`config.mk`:
```
export PLATFORM = sky130hd
export DESIGN_NAME = bfsp_ctrl
export DESIGN_NICKNAME = d
export VERILOG_FILES = /design/src/rtl/bfsp_pkg.sv /design/src/rtl/bfsp_ctrl.sv
export SDC_FILE = /design/constraint.sdc
export NUM_CORES = 1
export LEC_CHECK = 0
export ABC_AREA = 1
export BUFFER_PORTS_ARGS = -buffer_cell sky130_fd_sc_hd__clkbuf_2
export CAP_MARGIN = 25
export CORE_MARGIN = 8
export CORE_UTILIZATION = 47
export DETAILED_ROUTE_END_ITERATION = 16
export PLACE_DENSITY = 0.86
export SYNTH_ARGS = -nofsm -noshare
export SYNTH_HDL_FRONTEND = slang
export SYNTH_SLANG_ARGS = --single-unit
```
`constraint.sdc`:
```
create_clock -name clk -period 1.4 [get_ports clk]
set_input_delay 0.28 -clock clk [delete_from_list [all_inputs] [get_ports clk]]
set_output_delay 0.28 -clock clk [all_outputs]
set_load 0.01 [all_outputs]
```
`src/rtl/bfsp_pkg.sv`:
```
// Package with shared constants, types and helpers of the shortest path engine.
package bfsp_pkg;

	localparam int MAX_VERTICES_DEF = 64;
	localparam int MAX_EDGES_DEF = 256;
	localparam int WEIGHT_WIDTH_DEF = 16;

	localparam int VIDX_W = 6;
	localparam int DIST_W = 22;
	localparam int VCNT_W = 7;
	localparam int ECNT_W = 9;
	localparam int CFG_W = 9;

	localparam logic signed [DIST_W-1:0] DIST_MIN = -22'sd2097152;
	localparam logic signed [DIST_W-1:0] DIST_MAX = 22'sd2097151;

	// Register indexes of the configuration port.
	localparam logic CFG_VERTEX_COUNT = 1'b0;
	localparam logic CFG_EDGE_COUNT = 1'b1;

	// Result status codes.
	localparam logic [1:0] ST_DIST = 2'd0;
	localparam logic [1:0] ST_NEGCYC = 2'd1;
	localparam logic [1:0] ST_BADSRC = 2'd2;

	// Commands from the controller to the datapath.
	typedef struct packed {
		logic clr;        // clear reachable bits, mark source
		logic rd_dist;    // read distances of the edge endpoints
		logic relax;      // evaluate the edge and write back when in pass mode
		logic check;      // evaluate without writing, flag a negative cycle
		logic rd_out;     // read the distance of the output vertex
	} bfsp_cmd_t;

	// Status from the datapath.
	typedef struct packed {
		logic neg_found;
	} bfsp_stat_t;

endpackage

```
`src/rtl/bfsp_ctrl.sv`:
```
// Controller: run sequencing, edge and pass counters, output handshake.
module bfsp_ctrl #(
	parameter int MAX_VERTICES = bfsp_pkg::MAX_VERTICES_DEF,
	parameter int MAX_EDGES = bfsp_pkg::MAX_EDGES_DEF
) (
	input  logic                            clk,
	input  logic                            arst_n,
	input  logic                            run_req,
	output logic                            busy,
	input  logic [$clog2(MAX_VERTICES):0]   nv,
	input  logic [$clog2(MAX_EDGES):0]      ne,
	input  logic [bfsp_pkg::VIDX_W-1:0]     start,
	output logic [$clog2(MAX_VERTICES)-1:0] src,
	output bfsp_pkg::bfsp_cmd_t             cmd,
	output logic [$clog2(MAX_EDGES)-1:0]    edge_idx,
	output logic [$clog2(MAX_VERTICES)-1:0] out_idx,
	input  bfsp_pkg::bfsp_stat_t            stat,
	input  logic signed [bfsp_pkg::DIST_W-1:0] dp_dist,
	input  logic                            dp_reach,
	output logic                            o_valid,
	input  logic                            o_ready,
	output logic [1:0]                      o_status,
	output logic [bfsp_pkg::VIDX_W-1:0]     o_vidx,
	output logic signed [bfsp_pkg::DIST_W-1:0] o_dist,
	output logic                            o_reach,
	output logic                            o_last
);

	localparam int VW = $clog2(MAX_VERTICES);
	localparam int EW = $clog2(MAX_EDGES);

	typedef enum logic [2:0] {
		S_IDLE, S_CLR, S_EDGE, S_DRAIN, S_OREAD, S_OWAIT, S_OSEND
	} state_t;

	state_t state_q;
	logic [EW:0] ecnt_q;
	logic [VW:0] pass_q;
	logic [1:0] pipe_q; // relax stage valid: [0] dist read, [1] evaluate
	logic chk_q;
	logic [VW-1:0] src_q;

	assign src = src_q;
	assign busy = (state_q != S_IDLE);
	assign edge_idx = ecnt_q[EW-1:0];

	// Edge read, distance read and evaluation are registered steps in that order; the next
	// edge starts only after the write so that its reads see the new distance.
	always_comb begin
		cmd = '0;
		cmd.clr = (state_q == S_CLR);
		cmd.rd_dist = pipe_q[0];
		cmd.relax = pipe_q[1] && !chk_q;
		cmd.check = pipe_q[1] && chk_q;
		cmd.rd_out = (state_q == S_OREAD);
	end

	// Sequencer with registered outputs.
	always_ff @(posedge clk or negedge arst_n) begin
		if (!arst_n) begin
			state_q <= S_IDLE;
			ecnt_q <= '0;
			pass_q <= '0;
			pipe_q <= '0;
			chk_q <= 1'b0;
			src_q <= '0;
			out_idx <= '0;
			o_valid <= 1'b0;
			o_status <= bfsp_pkg::ST_DIST;
			o_vidx <= '0;
			o_dist <= '0;
			o_reach <= 1'b0;
			o_last <= 1'b0;
		end else begin
			// An edge enters the relax pipe when the edge state reads a valid index.
			pipe_q <= {pipe_q[0], (state_q == S_EDGE) && (ecnt_q != ne)};
			case (state_q)
				S_IDLE: begin
					if (run_req) begin
						src_q <= VW'(start);
						if ({1'b0, start} >= (bfsp_pkg::VIDX_W+1)'(nv)) begin
							o_valid <= 1'b1;
							o_status <= bfsp_pkg::ST_BADSRC;
							o_vidx <= '0;
							o_dist <= '0;
							o_reach <= 1'b0;
							o_last <= 1'b1;
							state_q <= S_OSEND;
						end else begin
							state_q <= S_CLR;
						end
					end
				end
				S_CLR: begin
					pass_q <= (VW+1)'(1);
					chk_q <= (nv == (VW+1)'(1));
					ecnt_q <= '0;
					state_q <= S_EDGE;
				end
				S_EDGE: begin
					// An edge starts only after the previous one is written, keeping each write ahead of the next read.
					state_q <= S_DRAIN;
				end
				S_DRAIN: begin
					if (!pipe_q[0]) begin
						if (ecnt_q == ne) begin
							ecnt_q <= '0;
							if (chk_q) begin
								if (stat.neg_found) begin
									o_valid <= 1'b1;
									o_status <= bfsp_pkg::ST_NEGCYC;
									o_vidx <= '0;
									o_dist <= '0;
									o_reach <= 1'b0;
									o_last <= 1'b1;
									state_q <= S_OSEND;
								end else begin
									out_idx <= '0;
									state_q <= S_OREAD;
								end
							end else begin
								pass_q <= pass_q + 1'b1;
								chk_q <= (pass_q + 1'b1 == nv);
								state_q <= S_EDGE;
							end
						end else begin
							ecnt_q <= ecnt_q + 1'b1;
							state_q <= S_EDGE;
						end
					end
				end
				S_OREAD: begin
					state_q <= S_OWAIT;
				end
				S_OWAIT: begin
					o_valid <= 1'b1;
					o_status <= bfsp_pkg::ST_DIST;
					o_vidx <= bfsp_pkg::VIDX_W'(out_idx);
					o_dist <= dp_reach ? dp_dist : '0;
					o_reach <= dp_reach;
					o_last <= ({1'b0, out_idx} + 1'b1 == nv);
					state_q <= S_OSEND;
				end
				S_OSEND: begin
					if (o_ready) begin
						o_valid <= 1'b0;
						if (o_last) begin
							state_q <= S_IDLE;
						end else begin
							out_idx <= out_idx + 1'b1;
							state_q <= S_OREAD;
						end
					end
				end
				default: state_q <= S_IDLE;
			endcase
		end
	end

	// A result is only offered while its send state holds.
	a_valid_state: assert property (@(posedge clk) disable iff (!arst_n)
		o_valid |-> state_q == S_OSEND) else $error("valid outside send");
	// Relaxation writes and check evaluations never coincide.
	a_cmd_excl: assert property (@(posedge clk) disable iff (!arst_n)
		!(cmd.relax && cmd.check)) else $error("relax and check together");
	// The edge counter never passes the edge count while a run walks edges.
	a_ecnt: assert property (@(posedge clk) disable iff (!arst_n)
		(state_q == S_EDGE) |-> ecnt_q <= ne) else $error("edge counter overrun");

endmodule

```
==> Word-level counts from Yosys, hierarchy flattened <==
Cells that the tools add are included.
Widths: inputs -> output; s select.
{ "word_totals": {"elab_cells": 122, "regBits": 67, "output_inout_bits": 59, "in_bits": 50} }
{ "op_classes": {"n_reduce_logical": 18, "n_mux": 65, "n_addsub": 4, "eq_ne": 21, "n_lt_le_gt_ge": 1} }
{ "op_table": {"columns": ["operator", "n"], "rows": [
  ["$mux 22", 7],
  ["$mux 6", 12],
  ["$pmux 22 s3", 1],
  ["$mux 3", 7],
  ["$mux 7", 3],
  ["$pmux 3 s7", 1],
  ["$ne 2x2->1 const B", 10],
  ["$mux 9", 2],
  ["$pmux 6 s3", 1],
  ["$pmux 9 s2", 1],
  ["$mux 1", 16],
  ["$eq 7x7->1", 2],
  ["$mux 2", 7],
  ["$pmux 7 s2", 1],
  ["$reduce_and 7->1", 2],
  ["$pmux 6 s2", 1],
  ["$add 9x1->9 const B", 1],
  ["$eq 3x3->1 const B", 3],
  ["$eq 9x9->1", 1],
  ["$ne 9x9->1", 1],
  ["$reduce_and 8->1", 1],
  ["$add 6x1->7 const B", 1],
  ["$add 7x1->7 const B", 1],
  ["$eq 7x1->1 const B", 1],
  ["17 further kinds", 25]
]} }

==> Longest topological paths before layout <==
{ "logic_depth": {"word_depth": 6, "mapped_depth": 13, "ltp_nobuf": 13} }

==> Worst setup path after synthesis <==
Ideal clock, no wire load.
{ "synth_path": {"path_kind": "input port to flip-flop", "start": "input port nv[4]", "end": "register o_valid", "n_path_buf": 1, "stages": 9, "arrival_ns": 1.453, "path_slack_ns": -0.170, "required_time_ns": 1.283, "setup_time_ns": 0.117, "cell_sequence": "inv_1 ha_1 nand2_1 nand2_1 a21boi_1 nand4_1 nand4_4 buf_6 nand2_1"} }
{ "synth_between": {"elab_chain_cells": 3} }
{ "synth_lines": {"columns": ["item", "line", "rtl"], "rows": [
  ["start, declared", "bfsp_ctrl.sv:10", "input logic [$clog2(MAX_VERTICES):0] nv,"],
  ["$ge 6x7->1", "bfsp_ctrl.sv:81", "if ({1'b0, start} >= (bfsp_pkg::VIDX_W+1)'(nv)) begin"],
  ["$ne 2x2->1 (no line)", null, null],
  ["$reduce_and 8->1 (no line)", null, null],
  ["end signal, assigned", "bfsp_ctrl.sv:68", "o_valid <= 1'b0;"],
  ["end signal, assigned", "bfsp_ctrl.sv:82", "o_valid <= 1'b1;"],
  ["end signal, assigned", "bfsp_ctrl.sv:110", "o_valid <= 1'b1;"],
  ["end, declared", "bfsp_ctrl.sv:20", "output logic o_valid,"]
]} }
Every way passes these cells.
A chain may end at the register's enable or synchronous reset.

==> Final worst setup path <==
{ "layout_path": {"start": "register state_q[0]", "end": "register out_idx[5]"} }
{ "layout_between": {"elab_chain_cells": 3, "word_cells_on_any_way": 11, "classes_between": "8 x eq/ne; 1 x mux; 2 x reduce/logical"} }
{ "layout_lines": {"columns": ["item", "line", "rtl"], "rows": [
  ["start, declared", "bfsp_ctrl.sv:36", "state_t state_q;"],
  ["start signal, assigned", "bfsp_ctrl.sv:61", "state_q <= S_IDLE;"],
  ["start signal, assigned", "bfsp_ctrl.sv:88", "state_q <= S_OSEND;"],
  ["start signal, assigned", "bfsp_ctrl.sv:90", "state_q <= S_CLR;"],
  ["$eq 3x2->1 or $eq 3x3->1 (tied branches)", "bfsp_ctrl.sv:77", "case (state_q)"],
  ["$ne 2x2->1 (no line) or $reduce_bool 2->1 (tied branches)", null, null],
  ["$reduce_and 7->1 (no line)", null, null],
  ["end signal, assigned", "bfsp_ctrl.sv:150", "out_idx <= out_idx + 1'b1;"],
  ["end, declared", "bfsp_ctrl.sv:16", "output logic [$clog2(MAX_VERTICES)-1:0] out_idx,"]
]} }
Parallel ways exist; a longest one is shown, timed or not.

==> summary.txt <==
Clock network
  • CTS Buffer Depth: 2
  • CTS tree: yes
  • CTS clk-pin slew, worst paths: 80 ps
  • Clk_lat worst skew: 350 ps
  • Num CTS Buffers: 9
  • H-tree depth reported by CTS: 3
  • CTS Root Buffer Type: clkbuf_8
  • # clock sinks: 67

Critical path
  • Worst-path maximum fanout: 5
  • Slowest stage cell, crit path: dfrtp_1
  • Worst setup path start: state_q[0]
  • Critical path's top delay family: simple AND/OR/NAND/NOR gates
  • Most used cell, CP: nor2_4
  • WP buf/inv: 2
  • Worst Path Required: 1640 ps
  • Critical Path Stages: 9
  • Critical Path AT: 1980 ps
  • Setup crit start kind: register
  • CP endpoint kind: register
  • Crit path kind: register to register
  • RR Startpoint: state_q[0]
  • Slowest cell delay on critical path: 420 ps
  • CP Cell Sequence: buf_6, nand2_4, nor2_4, buf_4, a22o_1, nor2_4, nand2_2, nand3_1, o21ai_1
  • Reg2reg path depth: 9

Detailed routing
  • ANT nets after route: 0
  • Met1 wire length: 4790 um
  • Drt via density: 5.14
  • Met2 WL: 6790 um
  • WL met3: 720 um
  • 1st-pass router iterations: 6
  • Drt initial violations: 166
  • Highest metal used: met4
  • Drt drc: 0
  • Final wirelength: 12700 um
  • Drt wl/cell: 15.6 um
  • Via count: 4189

Outcome
  • Outcome: finished, violations left
  • Failing checks: negative setup slack

Finish
  • Final nets: 764
  • Layout cells sized above 1: 44.1%
  • ANT cells: 0
  • Fillers: 582
  • Layout area overhead: 52.8%
  • Final instance area: 5830 um2

Placement
  • GP Congestion: 0.901
  • IO buf count: 108
  • Placed cell area: 5010 um2
  • Post-DP HPWL: 8570 um
  • Pre-CTS WS: -484 ps

GRT
  • Number of global-route vias before repair: 4063
  • GR Util All Layers: 20.3%
  • GRT overflow: 0
  • Initial antenna violation count: 0
  • Largest net degree at the start of global routing: 43
  • First-pass GRT wire length: 18600 um

Floorplan
  • Die area: 11300 um2
  • Row Count: 33
  • Die span in y: 106 um
  • Core area: 8050 um2
  • # IOs: 109
  • Die Wd: 106 um
  • Initial core utilization: 47.4%

STA
  • Final Hold Viols: 0
  • Endpoints failing setup: 62
  • Fmax: 0.576 GHz
  • Final Max Tran Viols: 0
  • Min Tclk post-route: 1740 ps
  • Fin worst setup slack: -337 ps
  • Normalized max-slew margin: 77.1%
  • Slew @ Worst Pin: 341 ps
  • Max Clock Skew: 6.81 ps
  • Final period utilization: 124%
  • RSZ-0062 raised after global routing: yes

Logic synthesis
  • Post-synthesis compound-gate area fraction: 5.21%
  • Cells after Synth: 507
  • Post-synthesis mux area share: 1.48%
  • Mapped Nets: 566
  • Adder-Cell Fraction of Synth Area: 2.95%
  • XOR/XNOR Fraction of Synth Area: 2.98%
  • Simple-gate portion of the synthesized area: 34.5%
  • Synth Cell Area: 3810 um2
  • Synthesis warning total: 0
  • Number of synthesized register bits: 67
  • Share of the synthesized area in the top cell type: 43.9%
  • Distinct cell type count after synthesis: 34
  • Register area share after synthesis: 43.9%
  • Syn_area_per_cell: 7.52 um2
  • Area contributors post-synth: dfrtp_1, nand2_1, inv_1, nand3_1, nor2_1
  • Main combinational cell family by area after synthesis: simple AND/OR/NAND/NOR gates
  • Dominant cell type by area after synthesis: dfrtp_1

Power
  • Max VDD drop: 0.000955 V
  • Pleak: 3.17 nW
  • Pwr per Cell Area: 1870 nW/um2

Job
  • Max cap viols: 0

Hold path
  • Hold path depth: 3
  • Hold crit path type: input pin to register
  • Hold wc startpoint: dp_dist[1]
[registers in the layout, summed over array words and instances, names as in the netlist]
name	count
src	6
chk_q	1
o_valid	1
o_status	2
pipe_q	2
ecnt_q	9
o_vidx	6
o_reach	1
o_last	1
o_dist	22
state_q	3
out_idx	6
pass_q	7
[cell usage in the layout, fill, tap and decap left out, types with 4 or more instances in the layout]
master,count
nor2_1,24
ha_4,6
xnor2_1,10
clkbuf_2,100
nand3_1,29
buf_2,4
inv_2,13
o21ai_1,12
inv_4,5
nand4_1,7
nor2_4,8
nand2_1,193
clkbuf_8,9
o21ai_0,4
buf_12,5
dfrtp_1,62
buf_6,22
inv_1,37
nand3_2,6
nand2_2,13
nand2_4,9
a21oi_1,4
mux2_2,5
buf_4,68
nor2_2,7
dfrtp_2,5
nor3_2,4
[metal layers]
layer | GRT usage [%] | up-vias
li1 | - | 1987
met1 | 22.5 | 2012
met2 | 36.1 | 157
met3 | 5.69 | 33
met4 | 7.44 | 0
met5 | 0 | -
[per-stage QoR]
step                utilization, %  setup TNS, ps  std cells  hold slack (ps)  power [W]
global route                  72.4         -20240        815              112     0.0115
floorplan                        -          -2910        507            -15.6    0.00551
global placement              62.2         -16150        772              173    0.00720
CTS                           68.2          -9380        803              116    0.00972
detailed placement            62.2         -19130        772              174    0.00737
finish                        72.4         -15690        815              123     0.0109
[worst paths after layout]
kind,end,slack (ps)
max,out_idx[5],-340
min,o_dist[1],120
max reg2reg,out_idx[5],-340
min reg2reg,o_vidx[0],470
max in group asynchronous,out_idx[0],520
min in group asynchronous,ecnt_q[8],340
[synthesized netlist by cell type, drive strengths merged]
cell,n
nand2,215
dfrtp,67
inv,56
nor2,39
nand3,37
o21ai,17
buf,16
xnor2,10
ha,9
a21oi,8
nand4,8
nor3,7
mux2,5
xor2,3
a211oi,2
nand3b,2
a21boi,1
a22o,1
a22oi,1
nor4,1
o21bai,1
or2,1
[power by group]
part	switching (W)	total (W)	internal [W]
sequential	0.000412	0.00287	0.00246
combinational	0.00344	0.00641	0.00297
clock	0.000816	0.00164	0.000827
total	0.00466	0.0109	0.00626
[worst register-to-register path: stages (launching register included)]
cell	delay (ps)
dfrtp_1	420
buf_6	140
nand2_4	70
nor2_4	50
buf_4	160
a22o_1	260
nor2_4	240
nand2_2	140
nand3_1	100
o21ai_1	70
[area by class of cell]
cell class | instances | area [um2] | area share (%)
tap | 105 | 131 | 2.25
sequential | 67 | 1680 | 28.9
inverter | 56 | 235 | 4.04
multi-input combinational | 370 | 2170 | 37.3
timing repair buffer | 201 | 1410 | 24.3
clock inverter | 6 | 65.1 | 1.12
clock buffer | 10 | 128 | 2.19
[logic make-up (layout without fill, tap and decap cells)]
kind of cell	after synthesis	count (layout)
adders and majority gates	9	9
buffers and inverters	72	273
xor gates and xnor gates	13	13
and+or+nand+nor	310	312
DFF	67	67
muxes	5	5
AOI/OAI and AO/OA	31	31
[what timing repair did]
action	CTS	global route
setup buffers	14	11
setup endpoints to repair	67	71
resized for setup	57	62
gates cloned	1	2
pin swaps	16	21
hold endpoints to repair	10	0
hold buffers	1	0
Note: power is estimated with default switching activity, not from simulation.
